$ cat src/design/u8d_pkg.sv
// shared types and constants of the utf-8 stream decoder
package u8d_pkg;

  localparam int unsigned CpWidth = 21;

  localparam logic [CpWidth-1:0] ReplCp = 21'h00FFFD;

  localparam logic [1:0] ContTag = 2'b10;

  localparam logic [7:0] AsciiTop = 8'h80;
  localparam logic [7:0] LeadTwo = 8'hC0;
  localparam logic [7:0] LeadThree = 8'hE0;
  localparam logic [7:0] LeadFour = 8'hF0;
  localparam logic [7:0] LeadBad = 8'hF8;

  // one decoded byte: replacements, an optional code point, then replacements
  typedef struct packed {
    logic [2:0]         pre_reps;
    logic               has_data;
    logic [CpWidth-1:0] data_cp;
    logic [1:0]         post_reps;
    logic               fin;
  } job_t;

endpackage

$ cat src/design/utf8_stream_decoder.sv
// top level of the utf-8 stream decoder
//
//   channel  direction  handshake            payload
//   bytes    in         push_i / full_o      text_byte_i, final_byte_i
//   results  out        pop_i / empty_o      code_point_o, replaced_o, run_last_o, text_end_o
//
// one byte is taken per cycle while the job queue has room
// a byte giving n results (one to four) holds the back end until all n are loaded
// first result of a byte goes through the job queue, then appears from the output register
// reset clears sequence state, queue pointers and output valid; no clearing pass
// full_o rises only when QueueDepth jobs wait behind a stalled or busy back end
module utf8_stream_decoder
  import u8d_pkg::*;
#(
  parameter int unsigned QueueDepth = 4
) (
  input  logic               clk_i,
  input  logic               rst_ni,
  input  logic               push_i,
  output logic               full_o,
  input  logic [7:0]         text_byte_i,
  input  logic               final_byte_i,
  input  logic               pop_i,
  output logic               empty_o,
  output logic [CpWidth-1:0] code_point_o,
  output logic               replaced_o,
  output logic               run_last_o,
  output logic               text_end_o
);

  logic take;
  logic job_valid;
  job_t job_in;
  job_t job_head;
  logic q_full;
  logic q_empty;
  logic q_pop;

  assign full_o = q_full;
  assign take   = push_i && !q_full;

  u8d_front u_front (
    .clk_i       (clk_i),
    .rst_ni      (rst_ni),
    .take_i      (take),
    .byte_i      (text_byte_i),
    .final_i     (final_byte_i),
    .job_valid_o (job_valid),
    .job_o       (job_in)
  );

  u8d_fifo #(
    .Depth (QueueDepth)
  ) u_fifo (
    .clk_i     (clk_i),
    .rst_ni    (rst_ni),
    .wr_i      (take && job_valid),
    .wr_data_i (job_in),
    .rd_i      (q_pop),
    .rd_data_o (job_head),
    .full_o    (q_full),
    .empty_o   (q_empty)
  );

  u8d_back u_back (
    .clk_i        (clk_i),
    .rst_ni       (rst_ni),
    .job_valid_i  (!q_empty),
    .job_i        (job_head),
    .job_pop_o    (q_pop),
    .pop_i        (pop_i),
    .empty_o      (empty_o),
    .code_point_o (code_point_o),
    .replaced_o   (replaced_o),
    .run_last_o   (run_last_o),
    .text_end_o   (text_end_o)
  );

  // end of text only on the last result of a byte
  a_end_is_last : assert property (@(posedge clk_i) disable iff (!rst_ni)
    (!empty_o && text_end_o) |-> run_last_o)
    else $error("text end without run last");

  // a replacement always carries the replacement code point
  a_repl_cp : assert property (@(posedge clk_i) disable iff (!rst_ni)
    (!empty_o && replaced_o) |-> (code_point_o == ReplCp))
    else $error("replacement with wrong code point");

  // the back end retires a job only when one is queued
  a_pop_nonempty : assert property (@(posedge clk_i) disable iff (!rst_ni)
    q_pop |-> !q_empty)
    else $error("job retired from empty queue");

  // a retired job always leaves a result in the output register
  a_pop_loads : assert property (@(posedge clk_i) disable iff (!rst_ni)
    q_pop |=> !empty_o)
    else $error("job retired without a result");

endmodule

$ cat src/design/u8d_front.sv
// front end: sequence state and classification of each byte into a job
module u8d_front
  import u8d_pkg::*;
(
  input  logic       clk_i,
  input  logic       rst_ni,
  input  logic       take_i,
  input  logic [7:0] byte_i,
  input  logic       final_i,
  output logic       job_valid_o,
  output job_t       job_o
);

  logic [CpWidth-1:0] partial_q, partial_d;
  logic [1:0]         needed_q, needed_d;
  logic [1:0]         held_q, held_d;
  logic [1:0]         held_inc;
  logic [CpWidth-1:0] shifted;
  logic               is_cont;
  job_t               job;

  assign is_cont  = (byte_i[7:6] == ContTag);
  assign held_inc = held_q + 2'd1;
  assign shifted  = {partial_q[CpWidth-7:0], byte_i[5:0]};

  always_comb begin
    partial_d     = partial_q;
    needed_d      = needed_q;
    held_d        = held_q;
    job.pre_reps  = 3'd0;
    job.has_data  = 1'b0;
    job.data_cp   = '0;
    job.post_reps = 2'd0;
    job.fin       = final_i;

    if ((needed_q != 2'd0) && is_cont) begin
      if (held_inc == needed_q) begin
        job.has_data = 1'b1;
        job.data_cp  = shifted;
        partial_d    = '0;
        needed_d     = 2'd0;
        held_d       = 2'd0;
      end else begin
        partial_d = shifted;
        held_d    = held_inc;
      end
    end else begin
      if (needed_q != 2'd0) begin
        job.pre_reps = {1'b0, held_q} + 3'd1;
      end
      partial_d = '0;
      needed_d  = 2'd0;
      held_d    = 2'd0;
      if (byte_i < AsciiTop) begin
        job.has_data = 1'b1;
        job.data_cp  = {{(CpWidth-8){1'b0}}, byte_i};
      end else if (byte_i < LeadTwo) begin
        job.pre_reps = job.pre_reps + 3'd1;
      end else if (byte_i < LeadThree) begin
        partial_d = {{(CpWidth-5){1'b0}}, byte_i[4:0]};
        needed_d  = 2'd1;
      end else if (byte_i < LeadFour) begin
        partial_d = {{(CpWidth-4){1'b0}}, byte_i[3:0]};
        needed_d  = 2'd2;
      end else if (byte_i < LeadBad) begin
        partial_d = {{(CpWidth-3){1'b0}}, byte_i[2:0]};
        needed_d  = 2'd3;
      end else begin
        job.pre_reps = job.pre_reps + 3'd1;
      end
    end

    // early end of text
    if (final_i) begin
      if (needed_d != 2'd0) begin
        job.post_reps = held_d + 2'd1;
      end
      partial_d = '0;
      needed_d  = 2'd0;
      held_d    = 2'd0;
    end
  end

  assign job_o       = job;
  assign job_valid_o = (job.pre_reps != 3'd0) || job.has_data || (job.post_reps != 2'd0);

  always_ff @(posedge clk_i or negedge rst_ni) begin
    if (!rst_ni) begin
      partial_q <= '0;
      needed_q  <= 2'd0;
      held_q    <= 2'd0;
    end else if (take_i) begin
      partial_q <= partial_d;
      needed_q  <= needed_d;
      held_q    <= held_d;
    end
  end

endmodule

$ cat src/design/u8d_fifo.sv
// job queue between front end and back end
module u8d_fifo
  import u8d_pkg::*;
#(
  parameter int unsigned Depth = 4
) (
  input  logic clk_i,
  input  logic rst_ni,
  input  logic wr_i,
  input  job_t wr_data_i,
  input  logic rd_i,
  output job_t rd_data_o,
  output logic full_o,
  output logic empty_o
);

  localparam int unsigned PtrW = (Depth > 1) ? $clog2(Depth) : 1;
  localparam int unsigned CntW = $clog2(Depth + 1);
  localparam logic [PtrW-1:0] LastPtr = PtrW'(Depth - 1);
  localparam logic [CntW-1:0] FullCnt = CntW'(Depth);
  localparam logic [PtrW-1:0] PtrOne = PtrW'(1);
  localparam logic [CntW-1:0] CntOne = CntW'(1);

  job_t            mem_q [Depth];
  logic [PtrW-1:0] wr_ptr_q, wr_ptr_d;
  logic [PtrW-1:0] rd_ptr_q, rd_ptr_d;
  logic [CntW-1:0] cnt_q, cnt_d;
  logic            do_wr, do_rd;

  assign full_o    = (cnt_q == FullCnt);
  assign empty_o   = (cnt_q == '0);
  assign do_wr     = wr_i && !full_o;
  assign do_rd     = rd_i && !empty_o;
  assign rd_data_o = mem_q[rd_ptr_q];

  always_comb begin
    wr_ptr_d = wr_ptr_q;
    rd_ptr_d = rd_ptr_q;
    cnt_d    = cnt_q;
    if (do_wr) begin
      wr_ptr_d = (wr_ptr_q == LastPtr) ? '0 : wr_ptr_q + PtrOne;
    end
    if (do_rd) begin
      rd_ptr_d = (rd_ptr_q == LastPtr) ? '0 : rd_ptr_q + PtrOne;
    end
    if (do_wr && !do_rd) begin
      cnt_d = cnt_q + CntOne;
    end else if (do_rd && !do_wr) begin
      cnt_d = cnt_q - CntOne;
    end
  end

  always_ff @(posedge clk_i) begin
    if (do_wr) begin
      mem_q[wr_ptr_q] <= wr_data_i;
    end
  end

  always_ff @(posedge clk_i or negedge rst_ni) begin
    if (!rst_ni) begin
      wr_ptr_q <= '0;
      rd_ptr_q <= '0;
      cnt_q    <= '0;
    end else begin
      wr_ptr_q <= wr_ptr_d;
      rd_ptr_q <= rd_ptr_d;
      cnt_q    <= cnt_d;
    end
  end

endmodule

$ cat src/design/u8d_back.sv
// back end: expands each job into results and holds the output register
module u8d_back
  import u8d_pkg::*;
(
  input  logic               clk_i,
  input  logic               rst_ni,
  input  logic               job_valid_i,
  input  job_t               job_i,
  output logic               job_pop_o,
  input  logic               pop_i,
  output logic               empty_o,
  output logic [CpWidth-1:0] code_point_o,
  output logic               replaced_o,
  output logic               run_last_o,
  output logic               text_end_o
);

  logic [1:0]         step_q, step_d;
  logic               valid_q, valid_d;
  logic [CpWidth-1:0] cp_q;
  logic               repl_q, last_q, end_q;
  logic [2:0]         total;
  logic [2:0]         idx;
  logic               load;
  logic               is_data;
  logic               is_last;

  assign total   = job_i.pre_reps + {2'b00, job_i.has_data} + {1'b0, job_i.post_reps};
  assign idx     = {1'b0, step_q};
  assign is_data = job_i.has_data && (idx == job_i.pre_reps);
  assign is_last = ((idx + 3'd1) == total);
  assign load    = job_valid_i && (!valid_q || pop_i);

  assign job_pop_o = load && is_last;

  always_comb begin
    step_d  = step_q;
    valid_d = valid_q;
    if (load) begin
      step_d  = is_last ? 2'd0 : step_q + 2'd1;
      valid_d = 1'b1;
    end else if (pop_i) begin
      valid_d = 1'b0;
    end
  end

  always_ff @(posedge clk_i or negedge rst_ni) begin
    if (!rst_ni) begin
      step_q  <= 2'd0;
      valid_q <= 1'b0;
    end else begin
      step_q  <= step_d;
      valid_q <= valid_d;
    end
  end

  always_ff @(posedge clk_i) begin
    if (load) begin
      cp_q   <= is_data ? job_i.data_cp : ReplCp;
      repl_q <= !is_data;
      last_q <= is_last;
      end_q  <= is_last && job_i.fin;
    end
  end

  assign empty_o      = !valid_q;
  assign code_point_o = cp_q;
  assign replaced_o   = repl_q;
  assign run_last_o   = last_q;
  assign text_end_o   = end_q;

endmodule

$ cat config.mk
export PLATFORM = sky130hd
export DESIGN_NAME = utf8_stream_decoder
export DESIGN_NICKNAME = d
export VERILOG_FILES = /design/src/design/u8d_pkg.sv /design/src/design/utf8_stream_decoder.sv /design/src/design/u8d_front.sv /design/src/design/u8d_fifo.sv /design/src/design/u8d_back.sv
export SDC_FILE = /design/constraint.sdc
export NUM_CORES = 1
export LEC_CHECK = 0
export ABC_AREA = 1
export BUFFER_PORTS_ARGS = -buffer_cell sky130_fd_sc_hd__clkbuf_2
export CELL_PAD_IN_SITES_DETAIL_PLACEMENT = 0
export CELL_PAD_IN_SITES_GLOBAL_PLACEMENT = 1
export CORE_MARGIN = 4
export CORE_UTILIZATION = 44
export CTS_CLUSTER_SIZE = 24
export DETAILED_ROUTE_END_ITERATION = 16
export PLACE_DENSITY = 0.8
export RECOVER_POWER = 50
export SETUP_SLACK_MARGIN = 0.02
export SYNTH_ARGS = -nofsm -noshare
export SYNTH_HDL_FRONTEND = slang
export SYNTH_SLANG_ARGS = --single-unit
$ cat constraint.sdc
create_clock -name clk_i -period 4.2 [get_ports clk_i]
set_clock_uncertainty 0.15 [all_clocks]
set_input_delay 0 -clock clk_i [delete_from_list [all_inputs] [get_ports clk_i]]
set_output_delay 0 -clock clk_i [all_outputs]
set_load 0.005 [all_outputs]
; ---- After elaboration in Yosys (flattened, before gate mapping)
; Memories as Yosys holds them, arrays and structs flattened.
; Index checks and enable logic that the tools add are counted.
[totals]
regBits = 53
output_inout_bits = 26
word_cells = 105
ram_bits = 112
inputBits = 13
memories = 1
[mem_list]
columns = name, words, width, read_ports, rd_ports_with_merged_regs, write_ports, line_no
row1 = u_fifo.mem_q, 4, 28, 1, 0, 1, u8d_fifo.sv:24  ; job_t mem_q [Depth];
[classes]
n_addsub = 12
order_cmp = 5
n_reduce_logical = 27
n_eq_ne = 7
n_mux = 41
[ops]
columns = operator, n
row1 = 15-bit two-way mux, 6
row2 = 22-bit two-way mux, 3
row3 = "8-bit < comparator, second input constant", 5
row4 = 3-bit two-way mux, 11
row5 = 2-bit two-way mux, 16
row6 = 1-bit logical AND, 11
row7 = "2-bit by 1-bit adder with 2-bit output, second input constant", 5
row8 = 2-bit nonzero test, 5
row9 = "2-bit by 1-bit adder with 3-bit output, second input constant", 2
row10 = "3-bit by 1-bit adder with 3-bit output, second input constant", 2
row11 = "2-bit == test, second input constant", 3
row12 = 1-bit logical NOT, 6
row13 = 1-bit two-way mux, 4
row14 = 4-bit two-way mux, 1
row15 = 3-bit by 1-bit adder with 3-bit output, 1
row16 = 3-bit by 2-bit adder with 3-bit output, 1
row17 = 2-bit by 3-bit == test with 1-bit output, 1
row18 = 3-bit == test, 1
row19 = "3-bit == test, second input constant", 1
row20 = 3-bit logical NOT, 1
row21 = 1-bit logical OR, 3
row22 = 3-bit nonzero test, 1
row23 = "3-bit by 1-bit subtractor with 3-bit output, second input constant", 1
row24 = 2-bit == test, 1

; ---- Longest topological paths before layout
[logic_depth]
depth_word = 19
mapped_depth = 19
ltp_nobuf = 19

; ---- By module
; A second synthesis with hierarchy kept.
[hier_totals]
hier_cells = 680
hier_area_um2 = 7681.1
[by_module_without_submodules]
columns = mod, n_inst, seq_area_each_um2, area_per_inst_um2, cells_per_inst
row1 = u8d_fifo, 1, 3538.4, 5082.4, 387
row2 = u8d_front, 1, 475.5, 1351.3, 176
row3 = u8d_back, 1, 795.8, 1219.9, 111
row4 = utf8_stream_decoder, 1, 0.0, 27.5, 6

; ---- Worst setup path before layout
; No wires, ideal clock.
[synth_timing]
kind = register -> register
start = reg u_fifo.rd_ptr_q[0]
end = reg u_fifo.cnt_q[1]
t_arrival_ns = 3.691
path_stages_with_launch = 17
path_slack_ns = 0.234
required_time_ns = 3.925
synth_period_minus_slack_ns = 3.966
path_buffers = 3
cell_sequence = dfrtp_1 > buf_6 > buf_2 > buf_1 > nand2_1 > a32o_1 > fa_1 > fa_1 > xnor2_1 > xor2_1 > nand2_1 > nor2_2 > inv_1 > ha_1 > inv_1 > fa_1 > mux2_2
[synth_between]
elab_chain_len = 9
elab_cells_between_ends = 11
classes_between = add/sub: 2 / eq/ne: 1 / mux: 1 / reduce/logical: 6 / memory: 1
[synth_rtl]
columns = item, line_no
row1 = "start, declared", u8d_fifo.sv:26  ; logic [PtrW-1:0] rd_ptr_q, rd_ptr_d;
row2 = "start signal, assigned", u8d_fifo.sv:66  ; rd_ptr_q <= rd_ptr_d;
row3 = memory read 4 x 28 bit (*), n/a
row4 = 3-bit by 1-bit adder with 3-bit output, u8d_back.sv:28  ; assign total = job_i.pre_reps + {2'b00, job_i.has_data} + {1'b0, job_i.post_reps};
row5 = 3-bit by 2-bit adder with 3-bit output (*), u8d_back.sv:28
row6 = 3-bit == test (*), u8d_back.sv:31  ; assign is_last = ((idx + 3'd1) == total);
row7 = 1-bit logical AND (*), u8d_back.sv:34  ; assign job_pop_o = load && is_last;
row8 = 1-bit logical AND (*), u8d_fifo.sv:33  ; assign do_rd = rd_i && !empty_o;
row9 = 1-bit logical NOT (*), u8d_fifo.sv:46  ; if (do_wr && !do_rd) begin
row10 = 1-bit logical AND (*), u8d_fifo.sv:46
row11 = 3-bit two-way mux (*), u8d_fifo.sv:46
row12 = named net u_fifo.cnt_d[1], u8d_fifo.sv:27  ; logic [CntW-1:0] cnt_q, cnt_d;
row13 = "end signal, assigned", u8d_fifo.sv:67  ; cnt_q <= cnt_d;
row14 = "end, declared", u8d_fifo.sv:27
; The timed path passes the listed nets; every way through them passes the cells marked *.
; A chain may end at the register's enable or synchronous reset.

; ---- Final worst setup path
; Same ends and word-level chain as after synthesis.

==> impl_metrics.json <==
{
  "outcome": "finished, violations left",
  "violations": "capacitance limit, slew limit",
  "fillers": 1314,
  "p_leak_nw": 3.04,
  "cts_buffers": 17,
  "yosysMostFrequentCell": "edfxtp_1",
  "io_buffer_count": 38,
  "clk_latency_ns": 0.41,
  "grt_pass1_vias": 4450,
  "drc": 0,
  "rsz0062_at_grt": "no",
  "seq_area_frac_synth_pct": 68.8,
  "ir_drop_mv": 0.369,
  "cts_root_buffer": "clkbuf_16",
  "worst_slew_pin_slew_ns": 1.70,
  "clk_path_buf_depth": 2,
  "drtPass1Iterations": 5,
  "fp.dieArea_um2": 18000,
  "slowest_delay_ns": 0.52,
  "htree_levels": 4,
  "synth_cell_types": 33,
  "p_switching_w": 0.00190,
  "gp_congestion": 0.890,
  "hold_viol_final": 0,
  "synth_area_leaders": "edfxtp_1, dfrtp_1, nor2_1, nand2_1, o21ai_0",
  "drtAntennaViolNets": 0,
  "clkTransAtPathRegs_ns": 0.06,
  "via_per_inst": 5.13,
  "rows": 45,
  "post-synth-top-area-cell": "edfxtp_1",
  "crit_buf_inv": 3,
  "drtIter0Drc": 358,
  "arrival_ns": 4.02,
  "area_delta_synth_final_pct": 15.4,
  "critPathLaunchType": "flip-flop",
  "core-area_um2": 15400,
  "cts_tree": "yes",
  "synthArstFlopShare_pct": 17.6,
  "cp_data_required_time_ns": 4.35,
  "avgSynthCellArea_um2": 11.5,
  "ctsResizeCount": 0,
  "synth.top_cell.area_share_pct": 58.4,
  "worst-path-max-fanout": 14,
  "globalRoute.totalOverflow": 0,
  "grt_max_degree": 30,
  "critPathKind": "reg2reg",
  "post-dp-hpwl_mm": 8.96,
  "post-cts-setup-buffers": 0,
  "clock.fmax_ghz": 0.258,
  "synth_edf_count": 136,
  "drv_cap": 1,
  "switching_share_pct": 34.4,
  "wl_per_cell_um": 15.9,
  "cp-end-kind": "flip-flop",
  "ys_ff_latch": 165,
  "cpLargestDelayFamily": "adder cells",
  "grt_pass1_wl_mm": 23.2,
  "drv_slew": 30,
  "track_usage_pct": 16.9,
  "syn-cell-area_um2": 6990,
  "synth_common_cells": "edfxtp_1, nor2_1, nand2_1",
  "p_int_w": 0.00362,
  "drt_wl_total_mm": 14.2,
  "worstPathCellList": "inv_2, nand2_1, a32o_1, fa_1, fa_1, xnor2_1, xor2_1, nand2_1, nor2_2, inv_1, ha_1, inv_1, fa_1, mux2_2",
  "cts_hold_buffers": 14,
  "antenna_found_initial": 0,
  "finalCritPeriodShare_pct": 92.1,
  "fp.dieW_um": 134,
  "setup_tns_ns": 0,
  "powerDensity_nw_per_um2": 683,
  "path_common_cell": "fa_1",
  "initial_core_util_pct": 45.5,
  "final.min_clock_period_ns": 3.87,
  "multi_input_area_um2": 1840,
  "critPathSlowestCell": "dfrtp_1",
  "io_pins": 39,
  "seqCellArea_um2": 4810,
  "nets": 692,
  "synth_flop_cell": "edfxtp_1",
  "p_seq_share_pct": 41.5,
  "cts_num_sinks": 165,
  "yosys_warnings": 0,
  "drive_gt1_share_pct": 12.5,
  "synth_nets": 634,
  "combPwrFrac_pct": 32.6,
  "netlist_instances": 609,
  "die_y_um": 134,
  "totalPowerFinal_w": 0.00551,
  "max_slew_margin_pct": -13.3,
  "n_antenna_cell": 0,
  "pwr-share-clk_pct": 25.9,
  "hold_class": "in2reg",
  "dr_total_vias": 4569,
  "finalSetupViolations": 0
}
==> layout by cell type (no fill, tap or decap), drive strengths merged, types with 4 or more instances in the layout <==
master       count
clkinv          10
nand3           19
a21oi           13
o21ai           51
dfrtp           29
edfxtp         136
dlygate4sd3     14
nand2           85
buf             11
o22ai           18
a32o             4
clkbuf          56
ha               9
inv             56
xor2             4
nor2           134
nand4           16
==> layout make-up <==
class	instances	area share, %
inverters	56	2.61
well taps	211	3.27
repair buffers	63	4.87
clock inverters	14	1.46
flip-flops and latches	165	59.6
multi-input cells	364	22.9
clock buffers	18	5.32
==> logic make-up after synthesis <==
group           count (synthesis)  share of synthesized area [%]
buf+inv                        80                           4.73
flops                         165                           68.8
xor+xnor                        7                          0.877
fa+ha+maj                      12                           2.47
mux                             1                          0.161
compound gates                 88                           7.07
simple gates                  256                           15.9
==> path summary, 6_finish.rpt <==
| kind | start | endpoint | slack [ns] | cells after the start |
|---|---|---|---|---|
| max | u_fifo.rd_ptr_q[0]$_DFFE_PN0P_ | u_fifo.cnt_q[1]$_DFFE_PN0P_ | 0.33 | 14 |
| min | pop_i | u_back.valid_q$_DFFE_PN0P_ | 0.17 | 3 |
| max reg2reg | u_fifo.rd_ptr_q[0]$_DFFE_PN0P_ | u_fifo.cnt_q[1]$_DFFE_PN0P_ | 0.33 | 14 |
| min reg2reg | u_front.held_q[1]$_DFFE_PN0P_ | u_front.held_q[1]$_DFFE_PN0P_ | 0.37 | 1 |
| max in group asynchronous | rst_ni | u_front.partial_q[7]$_DFFE_PN0P_ | 2.50 | 2 |
| min in group asynchronous | rst_ni | u_back.step_q[0]$_DFFE_PN0P_ | 0.41 | 2 |
==> worst reg2reg max path: stages, from the launching register on <==
cell	delay, ns
dfrtp_1	0.52
inv_2	0.23
nand2_1	0.09
a32o_1	0.25
fa_1	0.43
fa_1	0.39
xnor2_1	0.17
xor2_1	0.15
nand2_1	0.14
nor2_2	0.19
inv_1	0.06
ha_1	0.19
inv_1	0.11
fa_1	0.41
mux2_2	0.27
==> per-layer routing <==
| metal | track usage, % | part of all wire [%] | wire [um] | up-vias |
|---|---|---|---|---|
| met2 | 27.5 | 49 | 7020 | 130 |
| met1 | 22.0 | 43 | 6110 | 2213 |
| li1 | - | - | - | 2202 |
| met4 | 7.58 | 2.1 | 302 | 0 |
| met5 | 0 | 0 | 0 | - |
| met3 | 3.56 | 5.3 | 755 | 24 |
==> power groups by stage <==
stage | Sequential [W] | Combinational, W | Clock [W]
global placement | 0.00231 | 0.00178 | 0
CTS | 0.00229 | 0.00184 | 0.00147
finish | 0.00229 | 0.00180 | 0.00143
global route | 0.00232 | 0.00205 | 0.00154
detailed placement | 0.00232 | 0.00182 | 0
floorplan | 0.00230 | 0.00132 | 0
==> metrics by stage <==
| stage | setup WS (ns) | util (%) | hold slack [ns] | cell area (um2) | std cells |
|---|---|---|---|---|---|
| after detailed placement | 0.338 | 48.2 | -0.0364 | 7420 | 845 |
| after floorplan | 0.234 | - | -0.446 | 6990 | 609 |
| after global placement | 0.425 | 48.2 | -0.0418 | 7420 | 845 |
| after CTS | 0.311 | 52.7 | 0.0493 | 8100 | 891 |
| final | 0.330 | 52.5 | 0.166 | 8070 | 891 |
| after global routing | 0.0440 | 52.5 | 0.165 | 8070 | 891 |
==> state kept, by name, indices dropped and copies added, names as in the netlist <==
| register | cells |
|---|---|
| u_back.code_point_o | 21 |
| u_back.replaced_o | 1 |
| u_back.run_last_o | 1 |
| u_back.step_q | 2 |
| u_back.text_end_o | 1 |
| u_back.valid_q | 1 |
| u_fifo.cnt_q | 3 |
| u_fifo.mem_q | 112 |
| u_fifo.rd_ptr_q | 2 |
| u_fifo.wr_ptr_q | 2 |
| u_front.held_q | 2 |
| u_front.needed_q | 2 |
| u_front.partial_q | 15 |
Note: power is estimated with default switching activity, not from simulation.
